### config.mk
export PLATFORM = sky130hd
export DESIGN_NAME = ssc_cordic
export DESIGN_NICKNAME = d
export VERILOG_FILES = /design/src/sv/ssc_pkg.sv /design/src/sv/ssc_cordic.sv
export SDC_FILE = /design/constraint.sdc
export NUM_CORES = 1
export LEC_CHECK = 0
export BUFFER_PORTS_ARGS = -buffer_cell sky130_fd_sc_hd__clkbuf_2
export CORE_ASPECT_RATIO = 1.1
export CORE_UTILIZATION = 25
export DETAILED_ROUTE_END_ITERATION = 7
export PLACE_DENSITY_LB_ADDON = 0.05
export SLEW_MARGIN = 40
export SYNTH_ARGS = -nofsm -noshare
export SYNTH_HDL_FRONTEND = slang
export SYNTH_SLANG_ARGS = --single-unit
### constraint.sdc
create_clock -name clock -period 23.8 [get_ports clock]
set_input_delay 2.38 -clock clock [delete_from_list [all_inputs] [get_ports clock]]
set_output_delay 2.38 -clock clock [all_outputs]
set_load 0.01 [all_outputs]
### src/sv/ssc_pkg.sv
// shared types, constants and the arctangent table of the steering controller
// no dependencies
package ssc_pkg;

   localparam int PI_Q13       = 25736;
   localparam int TWO_PI_Q13   = 51472;
   localparam int PI_Q16       = 205887;
   localparam int CORDIC_STEPS = 17;
   localparam int SQRT_STEPS   = 25;

   localparam logic OP_WRITE = 1'b0;
   localparam logic OP_STEER = 1'b1;

   localparam logic REG_GAIN     = 1'b0;
   localparam logic REG_PATH_LEN = 1'b1;

   typedef struct packed {
      logic signed [23:0] x;
      logic signed [23:0] y;
      logic signed [15:0] h;
   } point_type;

   function automatic logic [16:0] atan_q16(input logic [4:0] i);
      logic [16:0] v;
      case (i)
         5'd0:    v = 17'd51472;
         5'd1:    v = 17'd30386;
         5'd2:    v = 17'd16055;
         5'd3:    v = 17'd8150;
         5'd4:    v = 17'd4091;
         5'd5:    v = 17'd2047;
         5'd6:    v = 17'd1024;
         5'd7:    v = 17'd512;
         5'd8:    v = 17'd256;
         5'd9:    v = 17'd128;
         5'd10:   v = 17'd64;
         5'd11:   v = 17'd32;
         5'd12:   v = 17'd16;
         5'd13:   v = 17'd8;
         5'd14:   v = 17'd4;
         5'd15:   v = 17'd2;
         5'd16:   v = 17'd1;
         default: v = 17'd0;
      endcase
      return v;
   endfunction

endpackage

### src/sv/ssc_cordic.sv
// atan2 by normalization and cordic vectoring, one step per cycle
// depends on ssc_pkg
module ssc_cordic
   import ssc_pkg::*;
(
   input  logic               clock,
   input  logic               reset,
   input  logic               start,
   input  logic signed [42:0] y_in,
   input  logic signed [26:0] x_in,
   output logic               done,
   output logic signed [17:0] angle
);

   localparam logic [1:0] ST_IDLE = 2'd0;
   localparam logic [1:0] ST_NORM = 2'd1;
   localparam logic [1:0] ST_ITER = 2'd2;
   localparam logic [1:0] ST_FIN  = 2'd3;

   localparam logic signed [47:0] NORM_LIM = 48'sh0100_0000_0000;

   logic [1:0]         state_ff, state_in;
   logic               done_ff, done_in;
   logic signed [47:0] x_ff, x_in_r, y_ff, y_in_r;
   logic signed [19:0] z_ff, z_in;
   logic signed [19:0] base_ff, base_in;
   logic [4:0]         i_ff, i_in;
   logic signed [17:0] angle_ff, angle_in;
   logic signed [47:0] xs, ys, ay, mx, xsh, ysh;
   logic signed [19:0] at;
   logic signed [20:0] sum;

   always_comb begin
      state_in = state_ff;
      done_in  = 1'b0;
      x_in_r   = x_ff;
      y_in_r   = y_ff;
      z_in     = z_ff;
      base_in  = base_ff;
      i_in     = i_ff;
      angle_in = angle_ff;
      xs       = x_in;
      ys       = y_in;
      ay       = (y_ff < 0) ? -y_ff : y_ff;
      mx       = (x_ff > ay) ? x_ff : ay;
      xsh      = x_ff >>> i_ff;
      ysh      = y_ff >>> i_ff;
      at       = $signed({3'b000, atan_q16(i_ff)});
      sum      = 21'(base_ff) + 21'(z_ff) + 21'sd4;
      case (state_ff)
         ST_IDLE: begin
            if (start) begin
               if (x_in == 0 && y_in == 0) begin
                  angle_in = '0;
                  done_in  = 1'b1;
               end else begin
                  if (x_in < 0) begin
                     x_in_r  = -xs;
                     y_in_r  = -ys;
                     base_in = (y_in >= 0) ? 20'(PI_Q16) : -20'(PI_Q16);
                  end else begin
                     x_in_r  = xs;
                     y_in_r  = ys;
                     base_in = '0;
                  end
                  state_in = ST_NORM;
               end
            end
         end
         ST_NORM: begin
            if (mx < NORM_LIM) begin
               x_in_r = x_ff <<< 1;
               y_in_r = y_ff <<< 1;
            end else begin
               z_in     = '0;
               i_in     = '0;
               state_in = ST_ITER;
            end
         end
         ST_ITER: begin
            if (y_ff >= 0) begin
               x_in_r = x_ff + ysh;
               y_in_r = y_ff - xsh;
               z_in   = z_ff + at;
            end else begin
               x_in_r = x_ff - ysh;
               y_in_r = y_ff + xsh;
               z_in   = z_ff - at;
            end
            i_in = i_ff + 5'd1;
            if (i_ff == 5'(CORDIC_STEPS - 1)) begin
               state_in = ST_FIN;
            end
         end
         ST_FIN: begin
            angle_in = 18'(sum >>> 3);
            done_in  = 1'b1;
            state_in = ST_IDLE;
         end
         default: state_in = ST_IDLE;
      endcase
   end

   always_ff @(posedge clock) begin
      if (reset) begin
         state_ff <= ST_IDLE;
         done_ff  <= 1'b0;
      end else begin
         state_ff <= state_in;
         done_ff  <= done_in;
      end
      x_ff     <= x_in_r;
      y_ff     <= y_in_r;
      z_ff     <= z_in;
      base_ff  <= base_in;
      i_ff     <= i_in;
      angle_ff <= angle_in;
   end

   assign done  = done_ff;
   assign angle = angle_ff;

endmodule

==> impl_results.md, run 1 <==
- Die W: 318 µm
- Top_reg_cell synth: edfxtp_1
- Avg WL per Cell: 30.2 µm
- Warning count from the yosys run: 0
- Final clock skew: 0.0266 ns
- Area growth syn-to-layout: 9.88%
- EDFF count, synth: 142
- Clock tree sinks: 161
- Seq/Total Area, Yosys: 0.169
- Reg clk slew, reported paths: 0.08 ns
- FMAX: 113 MHz
- Grt ovf: 0
- Number of global-route vias before repair: 27,600
- Final Max Slew Viols: 0
- CTS resizes: 0
- WP data required: 24.07 ns
- Die area: 111,000 µm²
- HPWL Detailed: 108 mm
- DRC errors left: 0
- Final ANT Viol Nets: 0
- Min cycle time layout: 8.82 ns
- Post-Synthesis Net Count: 3,602
- Cells after Synth: 3,311
- Slew margin rel.: 0.387
- WS Path Type: reg -> reg
- Worst EP arrival: 9.10 ns
- Clock Latency Late Sink: 0.56 ns
- Worst slew pin tran: 0.894 ns
- Port Buffers: 91
- GRT Overall Usage: 0.253
- DR vias/cell: 5.90
- Worst stage delay on the critical path: 0.68 ns
- Area contributors post-synth: edfxtp_1 (16%), ha_1 (9.8%), mux4_2 (8.0%)
- DRT Pass-1 Iters: 7
- # Max-Cap Violations: 0
- Post-cts hold buffer count: 0
- Critical Path End Type: flop
- First-pass GRT wire length: 204 mm
- Layout cells sized above 1: 0.137
- Crit-path cells: buf_4 > buf_4 > mux4_2 > mux2i_2 > o32ai_1 > nor3b_2 > o21ai_1 > nor4_2 > nand2_1 > o21ai_0 > xnor2_1 > ha_1 > a21oi_1 > o21ai_0 > o21ai_0 > o21ai_0 > a21oi_1 > o21ai_0 > o2111ai_1 > a41oi_1 > a21boi_0 > xnor2_1 > o221ai_1
- Final setup viols: 0
- Dominant cell by count in the synthesized netlist: nand2_1
- DRT iter0 DRCs: 2,294
- Crit-path max FO: 41
- Worst Hold Slack: 0.597 ns
- Layout Nets: 3,559
- CTS tree: done
- Post-synth design cell area: 27,400 µm²
- # rows: 127
- Cell mode on critical path: o21ai_0
- Setup bufs post-CTS: 0
- Routed WL: 142 mm
- Initial antenna violation count: 5
- Status: completed
- FF-to-FF setup slack: 14.98 ns
- Tcrit/Tclk final: 0.371
- Top cell type's share of synthesized area: 0.156
- Clk root buf: clkbuf_16
- Final hold violation count: 0
- Startpoint Class: flop
- RSZ-0062 raised after global routing: no
- Vias: 27,700
- Worst Hold Class: reg -> reg
- CTS Buf Count: 17
- CTS H-tree lvls: 4
- Largest area contributor in the netlist: edfxtp_1
- Async SR Flop Fraction: 0
- Placeable Area: 109,000 µm²
- Initial core utilization: 0.252
- Chip Height: 349 µm
- Distinct cells, synth: 107
- Number of synthesized register bits: 161
- RD Place Congestion: 0.977
- Most frequent cells after synthesis: nand2_1 (294), a21oi_1 (239), nor2_1 (225)
- Setup TNS Final: 0 ns
- Ports: 92
- Mean Syn Cell Area: 8.28 µm²
- Critical-path cell with the highest stage delay: mux4_2
- Largest net degree at the start of global routing: 160
- Clock buffer depth: 2
## routing by layer
layer / GRT usage / vias up / wire, µm
met2: 0.428 / 864 / 67300
met3: 0.0329 / 265 / 6330
met5: 0 / - / 27
met4: 0.124 / 4 / 7370
li1: - / 12600 / -
met1: 0.316 / 14000 / 61000
## kinds of logic after synthesis
family	synth area share
AOI/OAI and AO/OA	0.255
and+or+nand+nor	0.180
xor gates and xnor gates	0.102
buffers and inverters	0.0474
muxes	0.146
adders and majority gates	0.100
DFF	0.169
## cell type report
cell class | count | area [µm²]
clock inverters | 14 | 164
well taps | 1419 | 1780
multi-input cells | 2831 | 21600
repair buffers | 178 | 1170
fillers | 11700 | 78700
flip-flops and latches | 161 | 4640
inverters | 79 | 300
clock buffers | 18 | 429
diodes | 3 | 7.51
## worst paths after layout
check,startpoint,to,cells past startpoint
setup / recovery,i_ff[1],y_ff[42],23
hold / removal,state_ff[1],state_ff[1],2
hold reg to reg,state_ff[1],state_ff[1],2
setup reg to reg,i_ff[1],y_ff[42],23
## critical path: cells and delay by family (launching register included)
family	cells	cell delay [ns]
adder cells (fa/ha/maj)	1	0.45
XOR/XNOR	2	0.32
flip-flops	1	0.39
AND/OR/NAND/NOR	3	1.43
multiplexers	2	1.27
buffers and inverters	2	1.12
AO/OA/AOI/OAI	13	3.48
## registers in the layout, indices dropped and copies added, names as in the netlist
signal	count
x_ff	48
at	16
base_ff	3
y_ff	48
z_ff	20
angle	18
done	1
state_ff	2
i_ff	5
## metrics by stage
step           area (µm²)  utilization  std cells  worst slack, ns
2_1_floorplan       27400            -       3311            13.39
4_1_cts             30100        0.276       4699            15.11
3_5_place_dp        29500        0.271       4667            15.19
5_1_grt             30100        0.277       4700            14.42
3_3_place_gp        29300        0.269       4660            13.05
6_report            30100        0.277       4703            14.98
## placed cells by master (no fill, tap or decap), drive strengths merged, types with 35 or more instances in the layout
cell | netlist | final
a21o | 73 | 73
a21oi | 241 | 241
a221oi | 71 | 71
and2 | 38 | 38
buf | 81 | 88
clkbuf | 159 | 108
edfxtp | 142 | 142
ha | 215 | 215
inv | 75 | 84
mux2 | 49 | 49
mux2i | 126 | 126
mux4 | 97 | 97
nand2 | 294 | 294
nand2b | 39 | 39
nand3 | 77 | 77
nand4 | 39 | 39
nor2 | 226 | 226
nor2b | 35 | 35
nor3 | 62 | 62
o21ai | 207 | 207
o22ai | 37 | 37
o31ai | 59 | 59
or3 | 40 | 40
xnor2 | 144 | 144
xor2 | 175 | 175
Power of run 1 is not shown: default switching activity piles up to over one toggle a cycle in this logic, so the estimate is an artifact.
==> inputs of run 2 (changes only) <==
- clock period: 23.8 -> 7.6 ns (I/O delays scaled with it)
==> impl_results.md, run 2 (synthesis results as in run 1) <==
- Met1 usage: 0.309
- Tcrit/Tclk final: 0.945
- Critical Path End Type: flop
- Crit-path max FO: 26
- Worst EP arrival: 7.47 ns
- Routed WL: 141 mm
- Placeable Area: 109,000 µm²
- Ports: 92
- Area growth syn-to-layout: 14.8%
- DRT Pass-1 Iters: 6
- Worst stage delay on the critical path: 0.64 ns
- Post-cts hold buffer count: 0
- Fillers: 11,700
- Setup TNS Final: 0 ns
- Avg WL per Cell: 29.0 µm
- CTS tree: done
- Die W: 318 µm
- # rows: 127
- Top Registers: x_ff: 48 flops, y_ff: 48 flops, z_ff: 20 flops
- Reg clk slew, reported paths: 0.08 ns
- Final setup viols: 0
- Clk root buf: clkbuf_16
- RD Place Congestion: 0.949
- Clock buffer depth: 2
- Clock Latency Late Sink: 0.55 ns
- Final clock skew: 0.0150 ns
- CTS Buf Count: 17
- Final std cells w/o fill: 4,875
- CTS H-tree lvls: 4
- Port Buffers: 91
- Min cycle time layout: 7.18 ns
- Worst Hold Class: in -> reg
- Initial antenna violation count: 3
- Status: completed
- Placed cell count: 4,841
- HPWL Detailed: 114 mm
- Final ANT Viol Nets: 0
- Largest net degree at the start of global routing: 75
- Most frequent cells in the layout: nand2_1 (293), buf_4 (247), a21oi_1 (238)
- Core Util, Final: 0.289
- GRT Max-Usage Layer: met2
- Number of global-route vias before repair: 27,800
- Layout Nets: 3,734
- Grt ovf: 0
- WP buf/inv: 3
- Commonest non-fill, non-tap cell in the layout: nand2_1
- Layout cells sized above 1: 0.178
- Number of antenna diodes: 0
- GRT met3 Usage: 0.0344
- Chip Height: 349 µm
- Final Max Slew Viols: 0
- Vias: 28,300
- Design Area, Final: 31,500 µm²
- Clock tree sinks: 161
- FMAX: 139 MHz
- WS Path Type: reg -> reg
- Placed Instance Area: 30,800 µm²
- Initial core utilization: 0.252
- GRT Overall Usage: 0.251
- DRC errors left: 0
- Die area: 111,000 µm²
- First-pass GRT wire length: 203 mm
- # Max-Cap Violations: 0
- WP data required: 7.88 ns
- Startpoint Class: flop
- Worst slew pin tran: 0.909 ns
- Critical-path cell with the highest stage delay: edfxtp_1
- Crit-path leading delay family: compound AO/OA/AOI/OAI gates
- DRT iter0 DRCs: 2,617
- Final hold violation count: 0
- DR vias/cell: 5.81
- Met2 usage: 0.432
- Slew margin rel.: 0.388
run 2: changes by cell type in the layout (fill, tap and decap cells not counted), sizes merged:
cell and delta:
buf +174, bufinv -1, clkbuf +5, clkinvlp -2
diode -3, inv -1
run 2: per-stage QoR:
| step | setup slack [ns] | hold slack [ns] |
|---|---|---|
| after floorplan | 0.360 | 0.512 |
| after detailed placement | 0.352 | 0.605 |
| after global placement | 0.254 | 0.599 |
| after CTS | 0.305 | 0.392 |
| after global routing | -0.0138 | 0.439 |
| final | 0.417 | 0.468 |
run 2: repair_timing:
item,in CTS,in global routing
endpoints found under the setup margin,0,15
buffers inserted,0,1
resized for setup,0,2
run 2: final timing paths:
check               from           to  slack [ns]  depth (start not counted)
max              i_ff[3]     y_ff[45]        0.42                         25
min                reset  state_ff[1]        0.47                          2
max reg2reg      i_ff[3]     y_ff[45]        0.42                         25
min reg2reg  state_ff[1]  state_ff[1]        0.62                          2
run 2: per-layer routing:
metal / up-vias / wire length [µm] / part of all wire
met4: 2 / 6770 / 0.048
met2: 978 / 68600 / 0.49
li1: 13000 / - / -
met5: - / 13 / 0.000092
met3: 214 / 6650 / 0.047
met1: 14100 / 59400 / 0.42
run 2: area by class of cell:
cell class,instances,area [µm²],share of cell area
clock buffers,22,500,0.0159
clock inverters,10,81.3,0.00258
inverters,79,300,0.00954
multi-input cells,2831,21600,0.686
flip-flops and latches,161,4640,0.148
well taps,1419,1780,0.0564
repair buffers,353,2590,0.0822
Power of run 2 is left out for the same reason.
