## src/sv/ssc_pkg.sv

```systemverilog
// shared types, constants and the arctangent table of the steering controller
// no dependencies
package ssc_pkg;

   localparam int PI_Q13       = 25736;
   localparam int TWO_PI_Q13   = 51472;
   localparam int PI_Q16       = 205887;
   localparam int CORDIC_STEPS = 17;
   localparam int SQRT_STEPS   = 25;

   localparam logic OP_WRITE = 1'b0;
   localparam logic OP_STEER = 1'b1;

   localparam logic REG_GAIN     = 1'b0;
   localparam logic REG_PATH_LEN = 1'b1;

   typedef struct packed {
      logic signed [23:0] x;
      logic signed [23:0] y;
      logic signed [15:0] h;
   } point_type;

   function automatic logic [16:0] atan_q16(input logic [4:0] i);
      logic [16:0] v;
      case (i)
         5'd0:    v = 17'd51472;
         5'd1:    v = 17'd30386;
         5'd2:    v = 17'd16055;
         5'd3:    v = 17'd8150;
         5'd4:    v = 17'd4091;
         5'd5:    v = 17'd2047;
         5'd6:    v = 17'd1024;
         5'd7:    v = 17'd512;
         5'd8:    v = 17'd256;
         5'd9:    v = 17'd128;
         5'd10:   v = 17'd64;
         5'd11:   v = 17'd32;
         5'd12:   v = 17'd16;
         5'd13:   v = 17'd8;
         5'd14:   v = 17'd4;
         5'd15:   v = 17'd2;
         5'd16:   v = 17'd1;
         default: v = 17'd0;
      endcase
      return v;
   endfunction

endpackage

```

## src/sv/ssc_isqrt.sv

```systemverilog
// floor square root, one result bit per cycle
// depends on ssc_pkg
module ssc_isqrt
   import ssc_pkg::*;
(
   input  logic        clock,
   input  logic        reset,
   input  logic        start,
   input  logic [49:0] radicand,
   output logic        done,
   output logic [24:0] root
);

   logic        run_ff, run_in;
   logic        done_ff, done_in;
   logic [4:0]  cnt_ff, cnt_in;
   logic [49:0] rad_ff, rad_in;
   logic [26:0] rem_ff, rem_in;
   logic [24:0] root_ff, root_in;
   logic [28:0] rem_t;
   logic [28:0] trial;

   always_comb begin
      run_in  = run_ff;
      done_in = 1'b0;
      cnt_in  = cnt_ff;
      rad_in  = rad_ff;
      rem_in  = rem_ff;
      root_in = root_ff;
      rem_t   = {rem_ff[26:0], rad_ff[49:48]};
      trial   = {2'b00, root_ff, 2'b01};
      if (start) begin
         run_in  = 1'b1;
         cnt_in  = 5'(SQRT_STEPS);
         rad_in  = radicand;
         rem_in  = '0;
         root_in = '0;
      end else if (run_ff) begin
         if (rem_t >= trial) begin
            rem_in  = 27'(rem_t - trial);
            root_in = {root_ff[23:0], 1'b1};
         end else begin
            rem_in  = rem_t[26:0];
            root_in = {root_ff[23:0], 1'b0};
         end
         rad_in = {rad_ff[47:0], 2'b00};
         cnt_in = cnt_ff - 5'd1;
         if (cnt_ff == 5'd1) begin
            run_in  = 1'b0;
            done_in = 1'b1;
         end
      end
   end

   always_ff @(posedge clock) begin
      if (reset) begin
         run_ff  <= 1'b0;
         done_ff <= 1'b0;
      end else begin
         run_ff  <= run_in;
         done_ff <= done_in;
      end
      cnt_ff  <= cnt_in;
      rad_ff  <= rad_in;
      rem_ff  <= rem_in;
      root_ff <= root_in;
   end

   assign done = done_ff;
   assign root = root_ff;

endmodule

```

## config.mk

```make
export PLATFORM = sky130hd
export DESIGN_NAME = ssc_isqrt
export DESIGN_NICKNAME = d
export VERILOG_FILES = /design/src/sv/ssc_pkg.sv /design/src/sv/ssc_isqrt.sv
export SDC_FILE = /design/constraint.sdc
export NUM_CORES = 1
export LEC_CHECK = 0
export BUFFER_PORTS_ARGS = -buffer_cell sky130_fd_sc_hd__buf_2
export CAP_MARGIN = 10
export CORE_AREA = 2 2 106 108
export DETAILED_ROUTE_END_ITERATION = 8
export DIE_AREA = 0 0 108 110
export PLACE_DENSITY = 0.74
export SKIP_LAST_GASP = 1
export SLEW_MARGIN = 20
export SYNTH_ARGS = -nofsm -noshare
export SYNTH_HDL_FRONTEND = slang
export SYNTH_SLANG_ARGS = --single-unit
```

## constraint.sdc

```tcl
create_clock -name clock -period 5.7 [get_ports clock]
set_clock_uncertainty 0.15 [all_clocks]
set_input_delay 0.855 -clock clock [delete_from_list [all_inputs] [get_ports clock]]
set_output_delay 0.855 -clock clock [all_outputs]
set_load 0.03 [all_outputs]
```

==> metrics.cfg, run 1 <==
[power_and_ir_drop]
intPower_w = 0.00164
power_density_nw_per_um2 = 407
p_seq_share_pct = 36.2
combPwrFrac_pct = 46.9
power_leakage_nw = 2.73
pwr-share-clk_pct = 16.9
p_sw_share_pct = 38.7
power_switching_w = 0.00104
vdd_drop_max_mv = 0.230

[timing]
timing.final.crit_period_ns = 3.58
fmax_mhz = 279
slew_violations = 0
hold_violations = 0
setup_viol = 0
relSlewSlack_pct = 31.8
setup_tns_ns = 0
tightest_slew_ns = 1.02
rsz0062_at_grt = false
period_share_pct = 62.9

[final_layout]
final_core_util_pct = 61.5
num_antenna_cells = 0
syn2layout_area_growth_pct = 10.8
nFillCells = 916
drive_above_1_share_pct = 22.7
nNetsFinal = 738
regArea_sq_um = 2680
multiInputGateArea_sq_um = 2990
fin_cells = 801

[placed_design]
numPlacedInstances = 785
portBuffers = 78
hpwlAfterDp_mm = 8.21
gp_congestion = 0.820

[min_path]
min_path_cells = 2
hold_class = reg2reg

[clock_network]
post_cts_buffers = 0
path_clk_slew_ns = 0.10
cts_hold_buf = 0
htreeDepth = 3
clock_sinks = 109
clock-root-buffer = clkbuf_8
postCtsResizedCells = 0
cts_tree = yes
clk_path_buf_depth = 2
cts_buffers = 9
clk_latency_ns = 0.39

[yosys]
synth_area_leader_cell = edfxtp_1
synth_area_leaders = edfxtp_1 (25%), dfxtp_1 (20%), mux2_2 (9.1%)
synth-seq-cells = 109
synth_top_area_share_pct = 25.3
yosysSeqAreaShare_pct = 45.2
ys_top_cells_by_count = nor2_1 (76), dfxtp_1 (59), edfxtp_1 (50)
yosysWarnings = 0
synth_cells = 594
syn_nets = 676
synthFlopType = dfxtp_1
yosysMostFrequentCell = nor2_1
synth_async_sr_flop_share_pct = 0
synth.cell_area_sq_um = 5940
synth-edff-count = 50
ys_types = 53
syn_avg_cell_area_sq_um = 10.0

[floorplanning]
ios = 79
rows = 38
die_h_um = 110
die_x_um = 108
fp.coreArea_sq_um = 10700
start_util_pct = 55.5
dieArea_sq_um = 11900

[grt]
gr-total-overflow = 0
grt_pass1_wl_mm = 20.0
grtUsageTotal_pct = 21.3
antenna_found_initial = 0
grt_max_degree = 83
grt_pass1_vias = 4439

[drt]
drc = 0
routed_via_density = 5.56
drtAntennaViolNets = 0
vias = 4456
wire_per_inst_um = 14.7
drt_wl_total_mm = 11.8
firstDrtPassIters = 5
drt_iter0_drc = 171

[critical_path]
critical_path_class = reg2reg
r2r_slack_ns = 2.12
crit_fanout = 35
endpoint = rem_ff[12]$_SDFFE_PP0P_
start_kind = flip-flop
r2r_start = root[0]$_SDFFE_PP0P_
r2r_end = rem_ff[12]$_SDFFE_PP0P_
rr_worst_depth = 11
critPathArrivalTime_ns = 3.67
critPathLaunch = root[0]$_SDFFE_PP0P_
cp-end-kind = flip-flop
critical_path_required_ns = 5.79

[run]
drv_cap = 0

[run_status]
status = completed

cells in the final DEF (no fill, tap or decap), types with 13 or more instances in the layout:
cell	instances
a211oi_1	16
mux2_2	48
dfxtp_1	58
nand2_1	28
ha_1	29
a21oi_1	40
xnor2_1	18
edfxtp_1	50
inv_1	35
a21o_1	13
o21ai_0	18
nor2_1	76
buf_2	77
mux2i_1	30
critical path, stage by stage, from the launching register on:
cell and delay, ns:
dfxtp_1 0.38, inv_1 0.07, ha_1 0.36, o21ai_1 0.16, a22oi_1 0.19, a211o_1 0.38
nand4bb_1 0.14, nand3b_2 0.14, o41ai_4 0.66, buf_4 0.48, mux2i_1 0.24, a211oi_1 0.09
power by group through the flow:
stage	combinational, W	sequential [W]	clock [W]
final	0.00126	0.000971	0.000452
after global routing	0.00141	0.000984	0.000493
after CTS	0.00125	0.000972	0.000470
after detailed placement	0.00124	0.000988	0
after global placement	0.00121	0.000986	0
after floorplan	0.00105	0.000976	0
logic make-up (layout without fill, tap and decap cells):
kind of cell	after synthesis	in the layout	share of synthesized area [%]
xor gates and xnor gates	25	25	3.69
DFF	109	109	45.2
adders and majority gates	29	29	6.11
buffers and inverters	66	133	4.55
muxes	78	78	14.2
AOI/OAI and AO/OA	121	121	13.1
and+or+nand+nor	166	166	13.2
registers in the layout, summed over array words and instances (netlist names):
name / count
rem_ff: 27
root: 25
rad_ff: 50
done: 1
run_ff: 1
cnt_ff: 5
cell type report:
cell class,count,share of cell area [%]
sequential,109,40.8
clock inverter,4,0.475
inverter,36,2.05
timing repair buffer,81,6.31
multi-input combinational,419,45.4
clock buffer,12,2.36
tap,140,2.66
metal layers:
metal	vias to the layer above	GRT usage, %	part of all wire (%)
met5	-	0	0
met4	0	7.60	1.8
met3	14	6.64	6.2
met2	104	35.9	48
met1	2099	25.8	44
li1	2239	-	-
metrics by stage:
stage / instance area [sq um] / power, W / hold slack (ns) / setup slack (ns)
after floorplan: 5940 / 0.00203 / 0.273 / 2.69
after global placement: 6390 / 0.00219 / 0.286 / 2.24
after detailed placement: 6390 / 0.00223 / 0.293 / 2.13
after CTS: 6580 / 0.00269 / 0.307 / 2.11
after global routing: 6580 / 0.00289 / 0.355 / 1.78
final: 6580 / 0.00268 / 0.303 / 2.12
how the worst min path moves through the flow:
stage / start / to / slack [ns]
6_report: rem_ff[25]$_SDFFE_PP0P_ / rem_ff[25]$_SDFFE_PP0P_ / 0.30
3_3_place_gp: rem_ff[25]$_SDFFE_PP0P_ / rem_ff[25]$_SDFFE_PP0P_ / 0.29
4_1_cts: rem_ff[25]$_SDFFE_PP0P_ / rem_ff[25]$_SDFFE_PP0P_ / 0.31
2_1_floorplan: rem_ff[25]$_SDFFE_PP0P_ / rem_ff[25]$_SDFFE_PP0P_ / 0.27
3_5_place_dp: rem_ff[25]$_SDFFE_PP0P_ / rem_ff[25]$_SDFFE_PP0P_ / 0.29
5_1_grt: rem_ff[0]$_SDFFE_PP0P_ / rem_ff[0]$_SDFFE_PP0P_ / 0.35
No activity file was read; power rests on OpenSTA's default activity.
==> inputs of run 2 (changes only) <==
Settings changed: ABC_AREA from default to 1, CORE_AREA 2 2 106 108 to 2 2 112 114, DIE_AREA 0 0 108 110 to 0 0 114 116, PLACE_DENSITY 0.74 to 0.73.
Clock period 5.7 ns to 3.8 ns, I/O delays scaled along.
==> run 2 against run 1 <==
Effect of this change: global-route usage increased by 3.5 points; non-clock buffer count up 4; first-iteration DRC count rose by 95%; clock power up 110%; synthesized cell count rose by 63%; area after synthesis up 11%; critical endpoint is now rem_ff[13]$_SDFFE_PP0P_; largest power group unchanged.
==> metrics.cfg, run 2 <==
[clock_network]
cts_hold_buf = 0  ; unchanged
htreeDepth = 3  ; unchanged
path_clk_slew_ns = 0.08  ; -0.02 ns
postCtsResizedCells = 0  ; unchanged
post_cts_buffers = 0  ; unchanged
cts_buffers = 9  ; unchanged
cts_tree = yes
clock-root-buffer = clkbuf_16
clk_path_buf_depth = 2  ; unchanged
clk_latency_ns = 0.36  ; -0.03 ns
clock_sinks = 109  ; unchanged

[placed_design]
numPlacedInstances = 1170  ; +49%
portBuffers = 78  ; unchanged
gp_congestion = 0.934  ; +14%
hpwlAfterDp_mm = 11.2  ; +37%

[yosys]
ys_types = 34  ; -36%
syn_avg_cell_area_sq_um = 6.82  ; -32%
synth-seq-cells = 109  ; unchanged
synth_async_sr_flop_share_pct = 0  ; unchanged
ys_top_cells_by_count = nand2_1 (446), inv_1 (145), nand3_1 (63)
syn_nets = 1048  ; +55%
yosysWarnings = 0  ; unchanged
synth.cell_area_sq_um = 6590  ; +11%
synth_top_area_share_pct = 25.4  ; +0.12 points
synth-edff-count = 50  ; unchanged
synth_area_leaders = nand2_1 (25%), edfxtp_1 (23%), dfxtp_1 (18%)
yosysSeqAreaShare_pct = 40.7  ; -4.5 points
synthFlopType = dfxtp_1
synth_cells = 966  ; +63%
synth_area_leader_cell = nand2_1
yosysMostFrequentCell = nand2_1

[floorplanning]
dieArea_sq_um = 13200  ; +11%
fp.coreArea_sq_um = 11900  ; +11%
die_h_um = 116  ; +5.5%
rows = 40  ; +5.3%
start_util_pct = 55.3  ; -0.18 points
ios = 79  ; unchanged
die_x_um = 114  ; +5.6%

[timing]
slew_violations = 0  ; unchanged
setup_tns_ns = 0  ; unchanged
timing.final.crit_period_ns = 2.55  ; -1.04 ns
rsz0062_at_grt = false
tightest_slew_ns = 0.626  ; -0.395 ns
fmax_mhz = 393  ; +41%
holdWs_ns = 0.234  ; -0.0693 ns
period_share_pct = 67.0  ; +4.2 points
setup_viol = 0  ; unchanged
relSlewSlack_pct = 58.2  ; +26 points
hold_violations = 0  ; unchanged

[drt]
vias = 5864  ; +32%
drt_iter0_drc = 334  ; +95%
drt_wl_total_mm = 15.3  ; +30%
wire_per_inst_um = 12.9  ; -12%
drtAntennaViolNets = 0  ; unchanged
routed_via_density = 4.94  ; -11%
firstDrtPassIters = 4  ; -1
drc = 0  ; unchanged

[final_layout]
syn2layout_area_growth_pct = 11.6
fin_cells = 1186  ; +48%
layout_common_cells = nand2_1 (446), inv_1 (145), buf_2 (78)
largest_reg_flops = 50  ; unchanged
num_antenna_cells = 0  ; unchanged
drive_above_1_share_pct = 12.3  ; -10 points
layout_commonest_cell = nand2_1
top_register = rad_ff
nNetsFinal = 1116  ; +51%

[power_and_ir_drop]
vdd_drop_max_mv = 0.388  ; +68%
power_switching_w = 0.00289  ; +180%
power_leakage_nw = 3.98  ; +46%
p_seq_share_pct = 25.1  ; -11 points
p_sw_share_pct = 49.1  ; +10 points
intPower_w = 0.00299  ; +82%
power_density_nw_per_um2 = 799  ; +96%
pwr-share-clk_pct = 15.8  ; -1.1 points
combPwrFrac_pct = 59.2  ; +12 points

[run_status]
status = completed

[grt]
grt_max_degree = 36  ; -57%
antenna_found_initial = 0  ; unchanged
grtUsageTotal_pct = 24.8  ; +3.5 points
grt_pass1_wl_mm = 26.0  ; +30%
gr-total-overflow = 0  ; unchanged
grt_pass1_vias = 5594  ; +26%

[critical_path]
cp-end-kind = flip-flop
start_kind = flip-flop
crit_fanout = 22  ; -37%
critical_path_required_ns = 3.90  ; -1.89 ns
critPathArrivalTime_ns = 2.65  ; -1.02 ns
critical_path_class = reg2reg

[run]
drv_cap = 0  ; unchanged

[min_path]
hold_class = in2reg

run 2: power by group through the flow:
stage | logic [W] | clock network (W) | registers [W]
after floorplan | 0.00281 | 0 | 0.00149
after global placement | 0.00341 | 0 | 0.00150
after detailed placement | 0.00344 | 0 | 0.00149
after CTS | 0.00346 | 0.000947 | 0.00147
after global routing | 0.00400 | 0.000993 | 0.00149
final | 0.00348 | 0.000928 | 0.00147
run 2: worst max-delay path, stage by stage (launching register included):
cell	delay [ns]
dfxtp_1	0.39
inv_1	0.13
ha_1	0.40
nand2_1	0.13
nor2_2	0.19
nand2_2	0.10
nor2_1	0.09
nand2_1	0.09
nand3_2	0.10
nand2_2	0.31
nand3_2	0.15
nand2_1	0.07
nand2_1	0.08
nand2_1	0.05
run 2: per-stage QoR:
step | cell area (sq um) | power, W | worst slack (ns) | utilization [%]
detailed placement | 7070 | 0.00493 | 1.29 | 59.3
global placement | 7070 | 0.00491 | 1.30 | 59.3
finish | 7350 | 0.00588 | 1.25 | 61.7
global route | 7350 | 0.00649 | 1.01 | 61.7
floorplan | 6590 | 0.00429 | 0.912 | -
CTS | 7350 | 0.00588 | 1.22 | 61.7
run 2: area by class of cell:
class | count | area (sq um)
inverters | 152 | 571
clock inverters | 7 | 61.3
fillers | 1159 | 4560
flip-flops and latches | 109 | 2680
repair buffers | 85 | 443
well taps | 147 | 184
clock buffers | 9 | 225
multi-input cells | 677 | 3190
run 2: final timing paths:
check                         startpoint                 endpoint  slack [ns]  depth (start not counted)
setup / recovery   root[15]$_SDFFE_PP0P_  rem_ff[13]$_SDFFE_PP0P_        1.25                         13
hold / removal                     reset          done$_SDFF_PP0_        0.23                          2
setup reg to reg   root[15]$_SDFFE_PP0P_  rem_ff[13]$_SDFFE_PP0P_        1.25                         13
hold reg to reg   cnt_ff[3]$_SDFFE_PP1P_   cnt_ff[3]$_SDFFE_PP1P_        0.33                          1
run 2: routing by layer:
metal / vias to the layer above / track usage [%] / wire, um
met2: 162 / 39.9 / 6760
met1: 2528 / 31.8 / 7050
li1: 3133 / - / -
met5: - / 0 / 0
met4: 0 / 12.1 / 648
met3: 41 / 5.33 / 827
run 2: kinds of logic after synthesis:
group           share of synthesized area, %
compound gates                          4.50
xor+xnor                                1.46
fa+ha+maj                               5.51
flops                                   40.7
simple gates                            36.8
buf+inv                                 11.0
